File: config.mk
export PLATFORM = sky130hd
export DESIGN_NAME = satl_update
export DESIGN_NICKNAME = d
export VERILOG_FILES = /design/src/satl_pkg.sv /design/src/satl_update.sv
export SDC_FILE = /design/constraint.sdc
export NUM_CORES = 1
export LEC_CHECK = 0
export CAP_MARGIN = 5
export CORE_AREA = 4 4 81 83
export DETAILED_ROUTE_END_ITERATION = 8
export DIE_AREA = 0 0 85 87
export DONT_BUFFER_PORTS = 1
export PLACE_DENSITY_LB_ADDON = 0.05
export SLEW_MARGIN = 20
export SYNTH_ARGS = -nofsm -noshare
export SYNTH_HDL_FRONTEND = slang
export SYNTH_SLANG_ARGS = --single-unit
File: constraint.sdc
create_clock -name vclk -period 2.85
set_clock_uncertainty 0.05 [all_clocks]
set_input_delay 0.1425 -clock vclk [all_inputs]
set_output_delay 0.1425 -clock vclk [all_outputs]
set_load 0.05 [all_outputs]
File: src/satl_pkg.sv
// ----------------------------------------------------------------------------
// satl_pkg
// Shared constants and types for the set-associative tag lookup block.
// ----------------------------------------------------------------------------
package satl_pkg;

  localparam int SETS        = 64;
  localparam int WAYS        = 4;
  localparam int BLOCK_BYTES = 32;
  localparam int ADDR_WIDTH  = 32;

  localparam int OFFSET_BITS = $clog2(BLOCK_BYTES);
  localparam int SET_BITS    = $clog2(SETS);
  localparam int TAG_BITS    = ADDR_WIDTH - OFFSET_BITS - SET_BITS;
  localparam int WAY_BITS    = (WAYS > 1) ? $clog2(WAYS) : 1;
  localparam int AGE_BITS    = WAY_BITS;
  localparam int WAY_OUT_BITS = 2;
  localparam int COUNT_BITS  = 32;

  localparam logic [AGE_BITS-1:0] AGE_TOP = AGE_BITS'(WAYS - 1);

  typedef logic [SET_BITS-1:0] set_idx_t;
  typedef logic [TAG_BITS-1:0] tag_t;
  typedef logic [WAY_BITS-1:0] way_idx_t;

  typedef struct packed {
    logic                valid;
    tag_t                tag;
    logic [AGE_BITS-1:0] age;
  } way_entry_t;

  typedef way_entry_t [WAYS-1:0] set_row_t;

  // Write port of the set store.
  typedef struct packed {
    logic     en;
    set_idx_t set;
    set_row_t row;
  } store_wr_t;

  // Outcome of one lookup.
  typedef struct packed {
    logic     hit;
    logic     filled;
    way_idx_t way;
  } lookup_res_t;

endpackage

File: src/satl_update.sv
// ----------------------------------------------------------------------------
// satl_update
// Tag compare and age update for one set: lookup pass, then fill pass on a
// miss.
// ----------------------------------------------------------------------------
module satl_update (
  input  satl_pkg::set_row_t    row,
  input  satl_pkg::tag_t        tag,
  output satl_pkg::set_row_t    new_row,
  output satl_pkg::lookup_res_t res
);

  always_comb begin
    logic                 hit_found;
    logic                 fill_found;
    satl_pkg::way_idx_t   hit_way;
    satl_pkg::way_idx_t   fill_way;
    satl_pkg::set_row_t   pass1;
    satl_pkg::set_row_t   pass2;

    hit_found  = 1'b0;
    fill_found = 1'b0;
    hit_way    = '0;
    fill_way   = '0;
    pass1      = row;

    // Lookup pass: first matching valid way takes the top age.
    for (int w = 0; w < satl_pkg::WAYS; w++) begin
      if (!hit_found && row[w].valid && row[w].tag == tag) begin
        hit_found    = 1'b1;
        hit_way      = satl_pkg::WAY_BITS'(w);
        pass1[w].age = satl_pkg::AGE_TOP;
      end else if (row[w].age != '0) begin
        pass1[w].age = row[w].age - 1'b1;
      end
    end

    // Fill pass on a miss: the lowest way whose age reached zero is taken.
    pass2 = pass1;
    if (!hit_found) begin
      for (int w = 0; w < satl_pkg::WAYS; w++) begin
        if (!fill_found && pass1[w].age == '0) begin
          fill_found     = 1'b1;
          fill_way       = satl_pkg::WAY_BITS'(w);
          pass2[w].age   = satl_pkg::AGE_TOP;
          pass2[w].valid = 1'b1;
          pass2[w].tag   = tag;
        end else if (pass1[w].age != '0) begin
          pass2[w].age = pass1[w].age - 1'b1;
        end
      end
    end

    new_row    = pass2;
    res.hit    = hit_found;
    res.filled = fill_found;
    res.way    = hit_found ? hit_way : (fill_found ? fill_way : '0);
  end

endmodule

# Word-level counts from Yosys, hierarchy flattened
# Cells that the tools add are included.
[op_classes]
eq_ne = 4
add_sub_neg = 8
n_mux = 41
reduce_logical = 28
[ops]
columns = ["op", "count"]
rows = [
  ["96-bit 2-to-1 mux", 1],
  ["22-bit 2-to-1 mux", 4],
  ["21-bit equality test", 4],
  ["2-bit 2-to-1 mux", 22],
  ["2-bit nonzero test", 8],
  ["2-bit by 1-bit subtractor with 2-bit output (second input constant)", 8],
  ["1-bit 2-to-1 mux", 14],
  ["1-bit logical AND", 10],
  ["2-bit logical NOT", 4],
  ["1-bit logical NOT", 6],
]
[word_totals]
out_inout_bits = 100
reg_bits = 0

# Longest topological paths before layout
[depth]
depth_word = 30
depth_mapped = 11
depth_no_buf = 9

# Least setup slack after synthesis
# OpenSTA, ideal clock, no wires.
[synth_timing]
path_kind = "input port to output port"
start = "input port tag[7]"
end = "output port new_row[24] (netlist name)"
path_buffers = 2
path_slack_ns = 0.078
arrival_time_ns = 2.579
path_stages = 9
cell_sequence = "buf_4 > xor2_1 > nor4_1 > nand4_1 > nor2_1 > nor4_4 > buf_6 > xor2_1 > o21ai_0"
[synth_lines]
columns = ["element", "line_no", "text"]
rows = [
  ["from (decl)", "satl_update.sv:8", "input satl_pkg::tag_t tag,"],
  ["to (decl)", "satl_update.sv:9", "output satl_pkg::set_row_t new_row,"],
]

==> metrics.md <==
| Metric | Value |
|---|---|
| Port Buf Inserts | 0 |
| Number of instances in the synthesized netlist | 278 |
| GP Congestion | 0.763 |
| Number of clock buffer instances in the layout | 0 |
| Sequential share of the synthesized area | 0% |
| Endpoint kind of the worst setup timing path | primary output |
| Maximum clock frequency | roughly 380 MHz |
| Setup Viol. Count Final | 0 |
| Count of unique library cells instantiated by Yosys | 28 |
| Overall die width | roughly 85 um |
| Warning count from the yosys run | 0 |
| RSZ-0062 raised after global routing | no |
| First-pass GRT wire length | about 12000 um |
| Commonest cells after routing, fill and taps aside | 83 x xor2_1, 79 x mux2_2, 32 x buf_4 |
| Die outline area | roughly 0.0074 mm2 |
| Via density per instance | ~5.7 |
| Highest ir drop seen on vdd | ~0.17 mV |
| Vias in the first global route | 2220 |
| Power density over the cells | ~280 mW/mm2 |
| Syn Nets | 396 |
| Placed wire-length estimate | 7300 um |
| Reported leakage power | roughly 0.0010 uW |
| Final standard cell utilization of the core | between 40% and 50% |
| Number of detailed-routing iterations run before antenna repair | 4 |
| Max-slew headroom | approximately 68% |
| Initial Util | 41.7% |
| Worst setup path endpoint | new_row[37] |
| Number of buffers added to fix hold violations after cts | 0 |
| Arrival time at the worst endpoint | roughly 2.4 ns |
| Worst Slack Setup Final | 0.228 ns |
| Post-synthesis instance area | 0.00244 mm2 |
| Final total negative setup slack | 0 ns |
| HP Class | in2out |
| Total count of max-transition violations in the final report | 0 |
| Critical path startpoint | tag[8] |
| Final wirelength | approximately 8400 um |
| Instance count after placement with tap cells included | between 300 and 400 |
| Remaining antenna violation count | 0 |
| Share of cells above drive strength 1 | a little over two fifths |
| Yosys top cell by area | mux2_2 |
| First-iteration detailed-routing DRC count | 58 |
| Post-placement setup slack | roughly 0.081 ns |
| Total number of vias | 2037 |
| Count of non-filler cells in the finished layout | about 360 |
| Antenna Diode Count | 0 |
| Number of setup buffers added after CTS | 0 |
| Avg Inst Size Synth | ~9 um2 |
| Type of element launching the critical path | input port |
| Max-cap violation count | 0 |
| Grt ovf | 0 |
| Post-route DRC | 0 |
| Average wire length per cell after detail routing | 23.7 um |
| Fraction of post-synthesis cell area in the top cell type by area | a little over a third |
| Most common cell after layout, fill and taps aside | xor2_1 |
| Start-to-end type of the worst setup path | in2out |
| Core Rows | 28 |
| Top cells by area in the synthesized netlist | mux2_2 36%, xor2_1 30%, buf_4 6.8% |
| Sequential cell count of the final layout | 0 |
| Final hold violations | 0 |
| Core footprint | around 0.0059 mm2 |
| Area grow syn2layout | 4.31% |
| Final critical path time including I/O delays and setup | 2.62 ns |
| Overall global routing resource usage | between 20% and 30% |
| Crit share post-route | between 90% and 100% |
| Die Ht | just under 90 um |
| Pin count of the biggest net entering global routing | 25 |
| Maximum fanout along the worst path | 17 |
| Register area | 0 um2 |
| Final layout net count | approximately 400 |
| Count of pins on the block boundary | about 220 |
| Crit path required time | about 2.7 ns |
| Outcome | complete, no violations |
| Slew of the pin with the lowest slew margin | between 0.4 and 0.5 ns |
| Number of antenna violations at the first check in global routing | 0 |
-- synthesized netlist by cell type, drive strengths merged --
library cell / count
mux2: 84
xor2: 83
buf: 30
nor4: 21
nor2: 10
nand3: 7
nand2: 6
o21ai: 6
inv: 5
nand2b: 5
xnor2: 5
nand4: 4
a21oi: 3
o211ai: 2
a21boi: 1
a22oi: 1
a31oi: 1
ha: 1
mux2i: 1
nand4b: 1
nor3: 1
-- layout make-up --
class              count  area (um2)
repair buffers        33         260
well taps             75        93.8
inverters              5        18.8
multi-input cells    243        2170
fillers              621        3310
-- worst max-delay path, cell delays in order --
cell	delay, ns
xor2_1	0.16
nor4_1	0.36
nand4_1	0.18
nor2_2	0.18
a21oi_1	0.08
ha_1	0.26
nor2_1	0.21
nand2_2	0.09
buf_4	0.22
mux2_1	0.34
buf_4	0.20
-- through the flow --
stage | hold WS (ns) | area, um2 | total power (uW)
after floorplan | 0.533 | 2440 | 683
final | 0.468 | 2540 | 708
after detailed placement | 0.468 | 2540 | 711
after CTS | 0.468 | 2540 | 713
after global routing | 0.504 | 2540 | 738
after global placement | 0.474 | 2540 | 711
-- kinds of logic (layout without fill, tap and decap cells) --
group                    count (synthesis)  count (layout)  share of synthesized area [%]
AO/OA/AOI/OAI                           14              14                           3.34
XOR/XNOR                                88              88                           31.6
adder cells (fa/ha/maj)                  1               1                          0.513
buffers and inverters                   35              38                           11.2
multiplexers                            85              85                           39.2
AND/OR/NAND/NOR                         55              55                           14.1
-- what timing repair did --
item                                    4_1_cts  5_1_grt
gates resized for setup                       0        1
hold endpoints to repair                      0        0
endpoints found under the setup margin        0        4
-- worst min path at each step --
stage          slack [ns]  cells past startpoint          end  startpoint
2_1_floorplan        0.53                      1  new_row[10]     row[10]
3_5_place_dp         0.47                      2       res[2]     row[73]
5_1_grt              0.50                      2       res[2]     row[73]
3_3_place_gp         0.47                      2       res[2]     row[73]
6_report             0.47                      2       res[2]     row[73]
4_1_cts              0.47                      2       res[2]     row[73]
-- metal layers --
layer / part of all wire [%] / wire length (um) / vias to the layer above / GRT usage, %
met5: 0 / 0 / - / 0
met4: 1.0 / 87 / 0 / 2.01
met3: 9.6 / 806 / 6 / 3.78
met2: 52 / 4360 / 122 / 40.0
met1: 38 / 3180 / 928 / 25.4
li1: - / - / 981 / -
-- where the power goes --
group,internal (uW),switching (uW)
Sequential,0,0
Clock,0,0
Combinational,194,514
Total,194,514
Power figures use the tool's default switching activity.
